==> src/rtl/spdf_pkg.sv <==
`timescale 1ns / 1ps
// ----------------------------------------------------------------------------
// spdf_pkg: shared types and constants
// Request and status codes, field widths and the ID digit check used by the
// strict-priority dual queue; its checker uses the status codes.
// ----------------------------------------------------------------------------
package spdf_pkg;

  localparam int REQ_W     = 3;
  localparam int STAT_W    = 3;
  localparam int NAME_W    = 16;
  localparam int ID_HI_W   = 48;
  localparam int ID_LO_W   = 40;
  localparam int POS_W     = 6;
  localparam int ENTRY_W   = NAME_W + ID_HI_W + ID_LO_W;

  localparam int ID_CHARS   = 11;
  localparam int HIGH_CHARS = 6;
  localparam int LOW_CHARS  = ID_CHARS - HIGH_CHARS;

  localparam logic [7:0] DIGIT_LO = 8'd48;
  localparam logic [7:0] DIGIT_HI = 8'd57;

  localparam logic [REQ_W-1:0] REQ_ENQ   = 3'd0;
  localparam logic [REQ_W-1:0] REQ_SERVE = 3'd1;
  localparam logic [REQ_W-1:0] REQ_LIST  = 3'd2;
  localparam logic [REQ_W-1:0] REQ_COUNT = 3'd3;
  localparam logic [REQ_W-1:0] REQ_DRAIN = 3'd4;

  localparam logic [STAT_W-1:0] ST_OK        = 3'd0;
  localparam logic [STAT_W-1:0] ST_EMPTY     = 3'd1;
  localparam logic [STAT_W-1:0] ST_FULL      = 3'd2;
  localparam logic [STAT_W-1:0] ST_BAD_ID    = 3'd3;
  localparam logic [STAT_W-1:0] ST_HIST_FULL = 3'd4;

  // every byte of the ID must be an ASCII digit
  function automatic logic id_ok(input logic [ID_HI_W-1:0] hi,
                                 input logic [ID_LO_W-1:0] lo);
    logic ok;
    ok = 1'b1;
    for (int i = 0; i < HIGH_CHARS; i++) begin
      if (hi[8*i +: 8] < DIGIT_LO || hi[8*i +: 8] > DIGIT_HI) ok = 1'b0;
    end
    for (int i = 0; i < LOW_CHARS; i++) begin
      if (lo[8*i +: 8] < DIGIT_LO || lo[8*i +: 8] > DIGIT_HI) ok = 1'b0;
    end
    return ok;
  endfunction

endpackage

==> src/rtl/spdf_mem.sv <==
`timescale 1ns / 1ps
// ----------------------------------------------------------------------------
// spdf_mem: entry store
// One write port and one read port, read data registered.
// ----------------------------------------------------------------------------
module spdf_mem #(
  parameter int WIDTH = 8,
  parameter int DEPTH = 16,
  localparam int AW = (DEPTH > 1) ? $clog2(DEPTH) : 1
) (
  input  logic             clk,
  input  logic             wr_en,
  input  logic [AW-1:0]    wr_addr,
  input  logic [WIDTH-1:0] wr_data,
  input  logic             rd_en,
  input  logic [AW-1:0]    rd_addr,
  output logic [WIDTH-1:0] rd_data
);

  logic [WIDTH-1:0] mem [DEPTH];

  always_ff @(posedge clk) begin
    if (wr_en) mem[wr_addr] <= wr_data;
    if (rd_en) rd_data <= mem[rd_addr];
  end

endmodule

==> src/rtl/spdf_slot.sv <==
`timescale 1ns / 1ps
// ----------------------------------------------------------------------------
// spdf_slot: circular slot adder
// Shared unit giving (base + offset) wrapped at the queue depth; serves the
// tail slot, list walk slots and head advance.
// ----------------------------------------------------------------------------
module spdf_slot #(
  parameter int DEPTH = 16,
  localparam int AW = (DEPTH > 1) ? $clog2(DEPTH) : 1
) (
  input  logic [AW-1:0] base,
  input  logic [AW-1:0] offset,
  output logic [AW-1:0] slot
);

  logic [AW:0] sum;
  logic [AW:0] wrapped;

  always_comb begin
    sum     = {1'b0, base} + {1'b0, offset};
    wrapped = sum - (AW+1)'(DEPTH);
    slot    = (sum >= (AW+1)'(DEPTH)) ? wrapped[AW-1:0] : sum[AW-1:0];
  end

endmodule

==> src/rtl/strict_priority_dual_fifo.sv <==
`timescale 1ns / 1ps
// ----------------------------------------------------------------------------
// strict_priority_dual_fifo: two-class waiting queue with history
// Priority and normal FIFOs served strictly by class, plus a history log.
// ----------------------------------------------------------------------------
// One request at a time: in_ready is high only while idle. Each request is
// taken in S_IDLE and run in S_EXEC; enqueue and count results are then held
// in S_HOLD, and unknown requests give no result and go back to idle. A serve,
// list or drain with work to do passes through S_FETCH, the registered read of
// the entry stores, and S_CAPTURE, which uses the shared slot adder, before each
// result is held in S_HOLD; out_ready can hold any result off there.
// Entry stores need no clearing after reset; fill counts guard every read.
module strict_priority_dual_fifo #(
  parameter int QUEUE_DEPTH = 16,
  parameter int HIST_DEPTH  = 32
) (
  input  logic                           clk,
  input  logic                           rst_n,
  input  logic                           in_valid,
  output logic                           in_ready,
  input  logic [spdf_pkg::REQ_W-1:0]     in_req_type,
  input  logic                           in_priority_class,
  input  logic [spdf_pkg::ID_HI_W-1:0]   in_id_chars_high,
  input  logic [spdf_pkg::ID_LO_W-1:0]   in_id_chars_low,
  input  logic [spdf_pkg::NAME_W-1:0]    in_name_handle,
  output logic                           out_valid,
  input  logic                           out_ready,
  output logic [spdf_pkg::STAT_W-1:0]    out_status,
  output logic                           out_served_class,
  output logic [spdf_pkg::NAME_W-1:0]    out_name_handle,
  output logic [spdf_pkg::ID_HI_W-1:0]   out_id_high,
  output logic [spdf_pkg::ID_LO_W-1:0]   out_id_low,
  output logic [spdf_pkg::POS_W-1:0]     out_position,
  output logic [spdf_pkg::POS_W-1:0]     out_waiting_count,
  output logic                           out_last_result
);

  import spdf_pkg::*;

  localparam int QIW = (QUEUE_DEPTH > 1) ? $clog2(QUEUE_DEPTH) : 1;
  localparam int QFW = $clog2(QUEUE_DEPTH + 1);
  localparam int HIW = (HIST_DEPTH > 1) ? $clog2(HIST_DEPTH) : 1;
  localparam int HFW = $clog2(HIST_DEPTH + 1);
  localparam int KW  = $clog2(2*QUEUE_DEPTH + HIST_DEPTH + 1);

  typedef enum logic [2:0] {S_IDLE, S_EXEC, S_FETCH, S_CAPTURE, S_HOLD} state_t;

  state_t              state_r, state_nxt;
  logic [REQ_W-1:0]    req_r, req_nxt;
  logic                cls_r, cls_nxt;
  logic [ID_HI_W-1:0]  idh_r, idh_nxt;
  logic [ID_LO_W-1:0]  idl_r, idl_nxt;
  logic [NAME_W-1:0]   name_r, name_nxt;

  logic [QIW-1:0]      prio_head_r, prio_head_nxt;
  logic [QFW-1:0]      prio_fill_r, prio_fill_nxt;
  logic [QIW-1:0]      norm_head_r, norm_head_nxt;
  logic [QFW-1:0]      norm_fill_r, norm_fill_nxt;
  logic [HFW-1:0]      hist_fill_r, hist_fill_nxt;

  logic                walk_cls_r, walk_cls_nxt;
  logic [QFW-1:0]      walk_idx_r, walk_idx_nxt;
  logic [KW-1:0]       walk_k_r, walk_k_nxt;

  logic [STAT_W-1:0]   o_stat_r, o_stat_nxt;
  logic                o_cls_r, o_cls_nxt;
  logic [NAME_W-1:0]   o_name_r, o_name_nxt;
  logic [ID_HI_W-1:0]  o_idh_r, o_idh_nxt;
  logic [ID_LO_W-1:0]  o_idl_r, o_idl_nxt;
  logic [POS_W-1:0]    o_pos_r, o_pos_nxt;
  logic                o_last_r, o_last_nxt;

  logic [QIW-1:0]      slot_base, slot_off, slot;
  logic [KW-1:0]       total;
  logic [KW-1:0]       k_inc;
  logic [QFW-1:0]      tail_fill;
  logic                enq_ok;

  logic                prio_we, norm_we, hist_we, rd_en;
  logic [ENTRY_W-1:0]  wr_entry, prio_rdata, norm_rdata, sel_rdata;
  logic [NAME_W-1:0]   hist_rdata;
  logic [HIW-1:0]      hist_waddr, hist_raddr;

  spdf_slot #(.DEPTH(QUEUE_DEPTH)) u_slot (
    .base   (slot_base),
    .offset (slot_off),
    .slot   (slot)
  );

  spdf_mem #(.WIDTH(ENTRY_W), .DEPTH(QUEUE_DEPTH)) u_prio_mem (
    .clk     (clk),
    .wr_en   (prio_we),
    .wr_addr (slot),
    .wr_data (wr_entry),
    .rd_en   (rd_en),
    .rd_addr (slot),
    .rd_data (prio_rdata)
  );

  spdf_mem #(.WIDTH(ENTRY_W), .DEPTH(QUEUE_DEPTH)) u_norm_mem (
    .clk     (clk),
    .wr_en   (norm_we),
    .wr_addr (slot),
    .wr_data (wr_entry),
    .rd_en   (rd_en),
    .rd_addr (slot),
    .rd_data (norm_rdata)
  );

  spdf_mem #(.WIDTH(NAME_W), .DEPTH(HIST_DEPTH)) u_hist_mem (
    .clk     (clk),
    .wr_en   (hist_we),
    .wr_addr (hist_waddr),
    .wr_data (name_r),
    .rd_en   (rd_en),
    .rd_addr (hist_raddr),
    .rd_data (hist_rdata)
  );

  assign total     = KW'(prio_fill_r) + KW'(norm_fill_r);
  assign k_inc     = walk_k_r + KW'(1);
  assign tail_fill = cls_r ? prio_fill_r : norm_fill_r;
  assign enq_ok    = (state_r == S_EXEC) && (req_r == REQ_ENQ) && id_ok(idh_r, idl_r) &&
                     (tail_fill != QFW'(QUEUE_DEPTH));
  assign wr_entry  = {name_r, idh_r, idl_r};
  assign prio_we   = enq_ok && cls_r;
  assign norm_we   = enq_ok && !cls_r;
  assign hist_we   = enq_ok && (hist_fill_r < HFW'(HIST_DEPTH));
  assign hist_waddr = HIW'(hist_fill_r);
  assign hist_raddr = HIW'(walk_k_r);
  assign rd_en     = (state_r == S_FETCH);
  assign sel_rdata = walk_cls_r ? prio_rdata : norm_rdata;

  // shared slot adder: tail on enqueue, walk slot on fetch, head + 1 on serve
  always_comb begin
    case (state_r)
      S_EXEC: begin
        slot_base = cls_r ? prio_head_r : norm_head_r;
        slot_off  = QIW'(tail_fill);
      end
      S_CAPTURE: begin
        slot_base = walk_cls_r ? prio_head_r : norm_head_r;
        slot_off  = QIW'(1);
      end
      default: begin
        slot_base = walk_cls_r ? prio_head_r : norm_head_r;
        slot_off  = QIW'(walk_idx_r);
      end
    endcase
  end

  always_comb begin
    state_nxt     = state_r;
    req_nxt       = req_r;
    cls_nxt       = cls_r;
    idh_nxt       = idh_r;
    idl_nxt       = idl_r;
    name_nxt      = name_r;
    prio_head_nxt = prio_head_r;
    prio_fill_nxt = prio_fill_r;
    norm_head_nxt = norm_head_r;
    norm_fill_nxt = norm_fill_r;
    hist_fill_nxt = hist_fill_r;
    walk_cls_nxt  = walk_cls_r;
    walk_idx_nxt  = walk_idx_r;
    walk_k_nxt    = walk_k_r;
    o_stat_nxt    = o_stat_r;
    o_cls_nxt     = o_cls_r;
    o_name_nxt    = o_name_r;
    o_idh_nxt     = o_idh_r;
    o_idl_nxt     = o_idl_r;
    o_pos_nxt     = o_pos_r;
    o_last_nxt    = o_last_r;

    case (state_r)
      S_IDLE: begin
        if (in_valid) begin
          req_nxt   = in_req_type;
          cls_nxt   = in_priority_class;
          idh_nxt   = in_id_chars_high;
          idl_nxt   = in_id_chars_low;
          name_nxt  = in_name_handle;
          state_nxt = S_EXEC;
        end
      end
      S_EXEC: begin
        o_stat_nxt = ST_OK;
        o_cls_nxt  = 1'b0;
        o_name_nxt = '0;
        o_idh_nxt  = '0;
        o_idl_nxt  = '0;
        o_pos_nxt  = '0;
        o_last_nxt = 1'b1;
        walk_idx_nxt = '0;
        walk_k_nxt   = '0;
        state_nxt    = S_HOLD;
        case (req_r)
          REQ_ENQ: begin
            o_cls_nxt = cls_r;
            if (!id_ok(idh_r, idl_r)) begin
              o_stat_nxt = ST_BAD_ID;
            end else if (tail_fill == QFW'(QUEUE_DEPTH)) begin
              o_stat_nxt = ST_FULL;
            end else begin
              if (cls_r) prio_fill_nxt = prio_fill_r + QFW'(1);
              else       norm_fill_nxt = norm_fill_r + QFW'(1);
              if (hist_we) hist_fill_nxt = hist_fill_r + HFW'(1);
              else         o_stat_nxt    = ST_HIST_FULL;
            end
          end
          REQ_SERVE, REQ_LIST: begin
            if (total == '0) begin
              o_stat_nxt = ST_EMPTY;
            end else begin
              walk_cls_nxt = (prio_fill_r != '0);
              state_nxt    = S_FETCH;
            end
          end
          REQ_COUNT: begin
            o_stat_nxt = ST_OK;
          end
          REQ_DRAIN: begin
            if (hist_fill_r == '0) begin
              o_stat_nxt = ST_EMPTY;
            end else begin
              walk_cls_nxt = 1'b0;
              state_nxt    = S_FETCH;
            end
          end
          default: begin
            state_nxt = S_IDLE;
          end
        endcase
      end
      S_FETCH: begin
        state_nxt = S_CAPTURE;
      end
      S_CAPTURE: begin
        o_stat_nxt = ST_OK;
        o_pos_nxt  = '0;
        o_last_nxt = 1'b1;
        state_nxt  = S_HOLD;
        case (req_r)
          REQ_DRAIN: begin
            o_cls_nxt  = 1'b0;
            o_name_nxt = hist_rdata;
            o_idh_nxt  = '0;
            o_idl_nxt  = '0;
            o_last_nxt = (k_inc == KW'(hist_fill_r));
          end
          default: begin
            o_cls_nxt = walk_cls_r;
            {o_name_nxt, o_idh_nxt, o_idl_nxt} = sel_rdata;
            if (req_r == REQ_LIST) begin
              o_pos_nxt  = POS_W'(k_inc);
              o_last_nxt = (k_inc == total);
            end else if (walk_cls_r) begin
              prio_head_nxt = slot;
              prio_fill_nxt = prio_fill_r - QFW'(1);
            end else begin
              norm_head_nxt = slot;
              norm_fill_nxt = norm_fill_r - QFW'(1);
            end
          end
        endcase
      end
      S_HOLD: begin
        if (out_ready) begin
          if (o_last_r) begin
            if (req_r == REQ_DRAIN) hist_fill_nxt = '0;
            state_nxt = S_IDLE;
          end else begin
            walk_k_nxt = k_inc;
            if (walk_cls_r && (walk_idx_r + QFW'(1) == prio_fill_r)) begin
              walk_cls_nxt = 1'b0;
              walk_idx_nxt = '0;
            end else begin
              walk_idx_nxt = walk_idx_r + QFW'(1);
            end
            state_nxt = S_FETCH;
          end
        end
      end
      default: begin
        state_nxt = S_IDLE;
      end
    endcase
  end

  always_ff @(posedge clk) begin
    if (!rst_n) begin
      state_r     <= S_IDLE;
      prio_head_r <= '0;
      prio_fill_r <= '0;
      norm_head_r <= '0;
      norm_fill_r <= '0;
      hist_fill_r <= '0;
      walk_cls_r  <= 1'b0;
      walk_idx_r  <= '0;
      walk_k_r    <= '0;
      req_r       <= REQ_COUNT;
      o_last_r    <= 1'b0;
    end else begin
      state_r     <= state_nxt;
      prio_head_r <= prio_head_nxt;
      prio_fill_r <= prio_fill_nxt;
      norm_head_r <= norm_head_nxt;
      norm_fill_r <= norm_fill_nxt;
      hist_fill_r <= hist_fill_nxt;
      walk_cls_r  <= walk_cls_nxt;
      walk_idx_r  <= walk_idx_nxt;
      walk_k_r    <= walk_k_nxt;
      req_r       <= req_nxt;
      o_last_r    <= o_last_nxt;
      cls_r       <= cls_nxt;
      idh_r       <= idh_nxt;
      idl_r       <= idl_nxt;
      name_r      <= name_nxt;
      o_stat_r    <= o_stat_nxt;
      o_cls_r     <= o_cls_nxt;
      o_name_r    <= o_name_nxt;
      o_idh_r     <= o_idh_nxt;
      o_idl_r     <= o_idl_nxt;
      o_pos_r     <= o_pos_nxt;
    end
  end

  assign in_ready          = (state_r == S_IDLE);
  assign out_valid         = (state_r == S_HOLD);
  assign out_status        = o_stat_r;
  assign out_served_class  = o_cls_r;
  assign out_name_handle   = o_name_r;
  assign out_id_high       = o_idh_r;
  assign out_id_low        = o_idl_r;
  assign out_position      = o_pos_r;
  assign out_waiting_count = POS_W'(total);
  assign out_last_result   = o_last_r;

endmodule

==> config.mk <==
export PLATFORM = sky130hd
export DESIGN_NAME = strict_priority_dual_fifo
export DESIGN_NICKNAME = d
export VERILOG_FILES = /design/src/rtl/spdf_pkg.sv /design/src/rtl/spdf_mem.sv /design/src/rtl/spdf_slot.sv /design/src/rtl/strict_priority_dual_fifo.sv
export SDC_FILE = /design/constraint.sdc
export NUM_CORES = 2
export LEC_CHECK = 0
export ABC_AREA = 1
export BUFFER_PORTS_ARGS = -buffer_cell sky130_fd_sc_hd__buf_4
export CAP_MARGIN = 5
export CORE_AREA = 2 2 682 684
export CTS_CLUSTER_SIZE = 30
export DETAILED_ROUTE_END_ITERATION = 8
export DIE_AREA = 0 0 684 686
export PLACE_DENSITY = 0.53
export SLEW_MARGIN = 5
export SYNTH_ARGS = -nofsm -noshare
export SYNTH_HDL_FRONTEND = slang
export SYNTH_SLANG_ARGS = --single-unit
==> constraint.sdc <==
create_clock -name clk -period 25.2 [get_ports clk]
set_input_delay 2.52 -clock clk [delete_from_list [all_inputs] [get_ports clk]]
set_output_delay 2.52 -clock clk [all_outputs]
set_load 0.03 [all_outputs]
Word level (Yosys, flattened, before mapping)

Memories as Yosys holds them, arrays and structs flattened. A register that Yosys moved wholly into a read port is not among the register bits.
Cells that the tools add are included.

Memories: 3
Memory bits (writable): 3840
Bits of input ports: 112
Word-level logic and storage cells: 225
Register bits: 263

Equal/unequal tests: 32
Muxes and demuxes: 93
Reductions and logical operators: 39
$lt $le $gt $ge: 24
$add $sub $neg: 10
Bitwise operators: 3

Memories:

| memory         | depth | width | rd ports | clocked after Yosys merged registers in | write ports | RTL line       | text |
|---|---|---|---|---|---|---|---|
| u_norm_mem.mem | 16    | 104   | 1        | 1                                       | 1           | spdf_mem.sv:20 | `logic [WIDTH-1:0] mem [DEPTH];` |
| u_prio_mem.mem | 16    | 104   | 1        | 1                                       | 1           | spdf_mem.sv:20 |  |
| u_hist_mem.mem | 32    | 16    | 1        | 1                                       | 1           | spdf_mem.sv:20 |  |

Operators by type and width:

| operator                                                      | number |
|---|---|
| two-way mux 104 bit                                           | 1 |
| one-hot mux 48 bit (2 select lines)                           | 1 |
| two-way mux 5 bit                                             | 18 |
| greater-than comparator 8 x 6 -> 1 bit, second input constant | 11 |
| less-than comparator 8 x 6 -> 1 bit, second input constant    | 11 |
| one-hot mux 40 bit (2 select lines)                           | 1 |
| two-way mux 6 bit                                             | 9 |
| two-way mux 48 bit                                            | 1 |
| two-way mux 40 bit                                            | 1 |
| one-hot mux 16 bit (2 select lines)                           | 1 |
| two-way mux 1 bit                                             | 30 |
| one-hot mux 5 bit (2 select lines)                            | 3 |
| one-hot mux 6 bit (2 select lines)                            | 2 |
| AND reduction 8 bit                                           | 3 |
| two-way mux 3 bit                                             | 7 |
| inequality test 2 bit, second input constant                  | 10 |
| one-hot mux 3 bit (3 select lines)                            | 2 |
| two-way mux 16 bit                                            | 1 |
| two-way mux 4 bit                                             | 4 |
| adder 5 x 1 -> 5 bit, second input constant                   | 3 |
| one-hot mux 3 bit (5 select lines)                            | 1 |
| equality test 7 x 6 -> 1 bit                                  | 2 |
| two-way mux 7 bit                                             | 2 |
| one-hot mux 7 bit (2 select lines)                            | 1 |
| other kinds (35)                                              | 75 |

Logic depth before layout (Yosys ltp)

Depth in word-level cells: 21
Mapped depth: 19

Hierarchy

From an unflattened synthesis, not the netlist that was laid out.

Cell total of the unflattened synthesis: 16641
Area, all modules: 181984.5 um2

Modules (own cells, without submodules):

| module                     | times used | area an instance (um2) | seq. area each (um2) | cells an instance |
|---|---|---|---|---|
| spdf_mem at u_norm_mem ... | 2          | 74221.2                | 53090.9              | 6824 |
| spdf_mem at u_hist_mem     | 1          | 21461.8                | 15855.2              | 1794 |
| strict_priority_dual_fifo  | 1          | 11957.7                | 7457.2               | 1180 |
| spdf_slot                  | 1          | 122.6                  | 0.0                  | 19 |

Least setup slack after synthesis

Ideal clock, no wire load.

Path kind: register to register
Start point: reg state_r[1]
End point: reg u_hist_mem.rd_data[0], read port of u_hist_mem.mem, enable pin
Library setup time: 0.812 ns
Arrival: 9.925 ns
Cell stages (with the launch flop): 3
Path slack: 14.463 ns
Data required time: 24.388 ns
Path through: dfxtp_1 -> inv_1 -> nor2_1

Cells in the longest elaborated chain, start to end: 1

Ends and longest elaborated chain:

| item                         | RTL line                         | text |
|---|---|---|
| start: declaration           | strict_priority_dual_fifo.sv:48  | `state_t state_r, state_nxt;` |
| start signal: assignment     | strict_priority_dual_fifo.sv:304 | `state_r <= state_nxt;` |
| equality test 3 x 2 -> 1 bit | strict_priority_dual_fifo.sv:131 | `assign rd_en = (state_r == S_FETCH);` |
| end: declaration             | spdf_mem.sv:17                   | `output logic [WIDTH-1:0] rd_data` |

No other way between the ends.
A chain may end at the register's enable or synchronous reset.

Worst setup path in the final report

Start point: reg walk_cls_r
End point: mem u_norm_mem.mem[2][37] (netlist name), enable pin

Cells in the longest elaborated chain, start to end: 5
Elaborated cells on any way between the ends: 6
Classes of those cells: 2 x add/sub; 1 x order compare; 3 x mux

Ends and longest elaborated chain:

| item                                                             | RTL line                                                           | text |
|---|---|---|
| start: declaration                                               | strict_priority_dual_fifo.sv:61                                    | `logic walk_cls_r, walk_cls_nxt;` |
| start signal: assignment                                         | strict_priority_dual_fifo.sv:310                                   | `walk_cls_r <= walk_cls_nxt;` |
| two-way mux 4 bit (*)                                            | strict_priority_dual_fifo.sv:142, strict_priority_dual_fifo.sv:146 |  |
| two-way mux 4 bit (*)                                            | n/a                                                                |  |
| adder 4 x 4 -> 5 bit (*)                                         | spdf_slot.sv:20                                                    | `sum = {1'b0, base} + {1'b0, offset};` |
| subtractor 4 x 1 -> 4 bit or >= comparator 5 bit (tied branches) | spdf_slot.sv:21, spdf_slot.sv:22                                   |  |
| two-way mux 4 bit (*)                                            | spdf_slot.sv:22                                                    | `slot = (sum >= (AW+1)'(DEPTH)) ? wrapped[AW-1:0] : sum[AW-1:0];` |
| end: declaration                                                 | spdf_mem.sv:20                                                     |  |

Every way passes the cells marked *; elsewhere a longest branch is shown, timed or not.

==> flow_metrics.py <==
metrics = {
    "worst_hold_path": {
        "hold_end": "norm_head_r[2]",
        "min-delay-path-class": "reg2reg",
        "holdPathStages": 2,
        "hold_start": "norm_head_r[2]",
    },
    "routing": {
        "postRouteAntennaNets": 0,
        "route.top_layer_used": "met5",
        "totalWireLength_um": 483000,
        "drt_first_pass_iters": 6,
        "initialDrtViolationCount": 10200,
        "wl_met3_um": 35400,
        "wl_met2_um": 234000,
        "num_vias": 95500,
        "wl_per_cell_um": 27.7,
        "wl_met1_um": 203000,
        "vias_per_cell": 5.48,
        "drc_errors": 0,
    },
    "status": {
        "outcome": "finished clean",
    },
    "synth": {
        "synth_edf_count": 4283,
        "yosysSeqAreaShare_pct": 80.3,
        "yosys_warnings": 0,
        "synth_cell_types": 53,
        "netlist_top_cells_area": "edfxtp_1 (80%), nand2_1 (4.3%), a22oi_1 (3.5%)",
        "yosysTopAreaCellShare_pct": 79.7,
        "synth-seq-cells": 4327,
        "yosysTopAreaCell": "edfxtp_1",
        "synth_fp_nets": 10700,
        "postSynthAreaPerCell_sq_um": 15.3,
        "synthArstFlopShare_pct": 0,
        "ys.flop_type": "edfxtp_1",
        "syn_inst": 10500,
        "syn_area_sq_um": 161000,
    },
    "floorplanning": {
        "die_h_um": 686,
        "fp-row-count": 250,
        "die_x_um": 684,
        "ioPinCount": 235,
        "die_area_sq_um": 469000,
        "initial_core_util_pct": 34.9,
        "core_sq_um": 462000,
    },
    "final_layout": {
        "mostFrequentLayoutCells": "edfxtp_1 (4283), nand2_1 (1855), a22oi_1 (757)",
        "nets": 11000,
        "postLayoutCoreUtil_pct": 40.1,
        "area_delta_synth_final_pct": 14.7,
        "nFillCells": 42000,
        "final_common_cell": "edfxtp_1",
        "drive_gt1_share_pct": 10.8,
    },
    "placed_design": {
        "dp_hpwl_um": 246000,
        "place_congestion": 0.793,
        "io_buffers": 234,
    },
    "setup_path": {
        "r2r_setup_slack_ps": 17490,
        "max_stage_delay_ps": 820,
        "reg2reg_depth": 15,
        "path_depth": 15,
        "r2r-end": "u_norm_mem.mem[2][37]",
        "worstSetupStartpointType": "flip-flop",
        "cp_data_arrival_time_ps": 8320,
        "cp_cell_sequence": "inv_6, o21ai_4, mux2i_1, inv_1, ha_1, fa_1, xnor2_4, buf_4, inv_8, nor2_4, buf_12, nand2_1, nor2_4, buf_4, buf_4",
        "critPathBufInv": 7,
        "criticalPathCategory": "reg2reg",
        "critical_path.slowest_cell": "buf_4",
        "crit_path_max_fanout": 119,
        "cp_data_required_time_ps": 25810,
        "crit-reg2reg-launch": "walk_cls_r",
        "end_kind": "flip-flop",
        "cp_common_cell": "buf_4",
        "crit_family": "buffers and inverters",
    },
    "power": {
        "peakVddDrop_mv": 0.0722,
        "leakagePower_nw": 58.9,
        "pwr_density_cell_nw_per_um2": 88.3,
    },
    "timing": {
        "hold_violations": 0,
        "fin_crit_sh_pct": 30.6,
        "rsz0062_at_grt": "no",
        "skew_ps": 110,
        "max_slew_margin_pct": 15.7,
        "tns_ps": 0,
        "setup_viol": 0,
        "final_max_slew_viol_count": 0,
        "max_freq_mhz": 130,
        "layout_min_cycle_time_ps": 7710,
        "worst_slew_pin_slew_ps": 1260,
    },
    "clocking": {
        "cts_buffers": 441,
        "cts-root-buf": "clkbuf_16",
        "insertion_delay_ps": 1050,
        "cts_setup_buffers": 0,
        "cts.path.max_buffers": 4,
        "cts_repair_resize_count": 0,
        "cts-htree-levels": 5,
        "clk_pin_slew_ps": 60,
        "holdBufCountCts": 0,
        "clock_sinks": 4327,
        "tritoncts": "built",
    },
    "job": {
        "cap_violations": 0,
    },
    "grt": {
        "track_usage_pct": 19.9,
        "grt_antenna_before_repair": 35,
        "grt_pass1_wl_um": 686000,
        "grt_max_degree": 202,
        "first_global_vias": 93300,
        "grt.overflow.total": 0,
    },
}
[synth_stat cells (2+ instances only)]
library cell and instances:
o22ai_1 44, nor2_8 2, xnor2_1 6, edfxtp_1 4283
mux2i_1 18, o221ai_1 88, a22oi_1 757, a221oi_1 208
buf_6 4, ha_1 20, nand3_1 576, a22o_1 209
a21oi_1 145, a32oi_1 15, nor3_1 6, buf_4 6
a31oi_1 211, o211ai_1 2, o21a_1 2, clkinv_1 4
nor2_1 674, buf_2 99, clkbuf_1 504, o21ai_0 506
fa_1 4, inv_1 103, inv_2 4, o31ai_1 2
nand2_1 1856, xor2_1 18, nand4_1 21, nor2_4 5
o21ai_1 31, dfxtp_1 44, buf_1 27
[stage by stage]
stage	hold WS [ps]	setup WS, ps	instances	power, mW	area (sq um)
floorplan	430	14460	10500	9.41	161000
global placement	455	17560	16600	10.1	171000
finish	463	17490	17400	16.3	185000
detailed placement	456	17550	16600	10.1	171000
CTS	465	17520	17400	16.5	185000
global route	493	17310	17400	16.9	185000
[kinds of logic (layout without fill, tap and decap cells)]
| logic type | count (synthesis) | count (layout) | synth area share (%) |
|---|---|---|---|
| buffers and inverters | 751 | 1462 | 1.86 |
| muxes | 18 | 18 | 0.112 |
| adders and majority gates | 24 | 24 | 0.205 |
| xor gates and xnor gates | 25 | 25 | 0.140 |
| and+or+nand+nor | 3150 | 3150 | 7.89 |
| other | 0 | 19 | 0 |
| AOI/OAI and AO/OA | 2227 | 2227 | 9.52 |
| DFF | 4327 | 4327 | 80.3 |
[layer usage]
metal	vias to the layer above	GRT usage, %
met5	-	0
met4	6	5.18
met3	676	3.06
met2	3965	33.1
met1	49700	27.5
li1	41200	-
[final cells by class]
class | instances | area, sq um | share of cell area, %
Multi-Input combinational cell | 5444 | 29100 | 15.7
Antenna cell | 19 | 47.5 | 0.0257
Tap cell | 6174 | 7720 | 4.17
Clock inverter | 283 | 2560 | 1.39
Timing Repair Buffer | 534 | 4200 | 2.27
Inverter | 111 | 450 | 0.243
Sequential cell | 4327 | 130000 | 70.0
Clock buffer | 534 | 11500 | 6.20
[state kept, by name, summed over array words and instances (netlist names), 48 cells and up]
register            cells
u_prio_mem.rd_data    104
u_norm_mem.rd_data    104
u_prio_mem.mem       1664
u_hist_mem.mem        512
out_id_high            48
u_norm_mem.mem       1664
idh_r                  48
[worst max path at each step]
stage | start | slack, ps | to
floorplan | state_r[1] | 14460 | u_hist_mem.rd_data[0]
finish | walk_cls_r | 17490 | u_norm_mem.mem[2][37]
global placement | walk_cls_r | 17560 | u_norm_mem.mem[3][17]
global route | walk_cls_r | 17310 | u_norm_mem.mem[3][15]
CTS | walk_cls_r | 17520 | u_norm_mem.mem[3][24]
detailed placement | walk_cls_r | 17550 | u_norm_mem.mem[3][17]
[report_power, final]
part	switching (mW)	total [mW]	internal [mW]	leakage [nW]
logic	1.33	1.84	0.508	13.1
clock network	2.78	6.37	3.59	6.83
registers	0.0603	8.13	8.07	38.9
total	4.17	16.3	12.2	58.9
[worst register-to-register path, cell delays in order, from the launching register on]
cell and delay [ps]:
dfxtp_4 770, inv_6 300, o21ai_4 350, mux2i_1 250
inv_1 70, ha_1 220, fa_1 520, xnor2_4 180
buf_4 580, inv_8 410, nor2_4 660, buf_12 680
nand2_1 460, nor2_4 190, buf_4 710, buf_4 900
No activity file was read; power rests on OpenSTA's default activity.
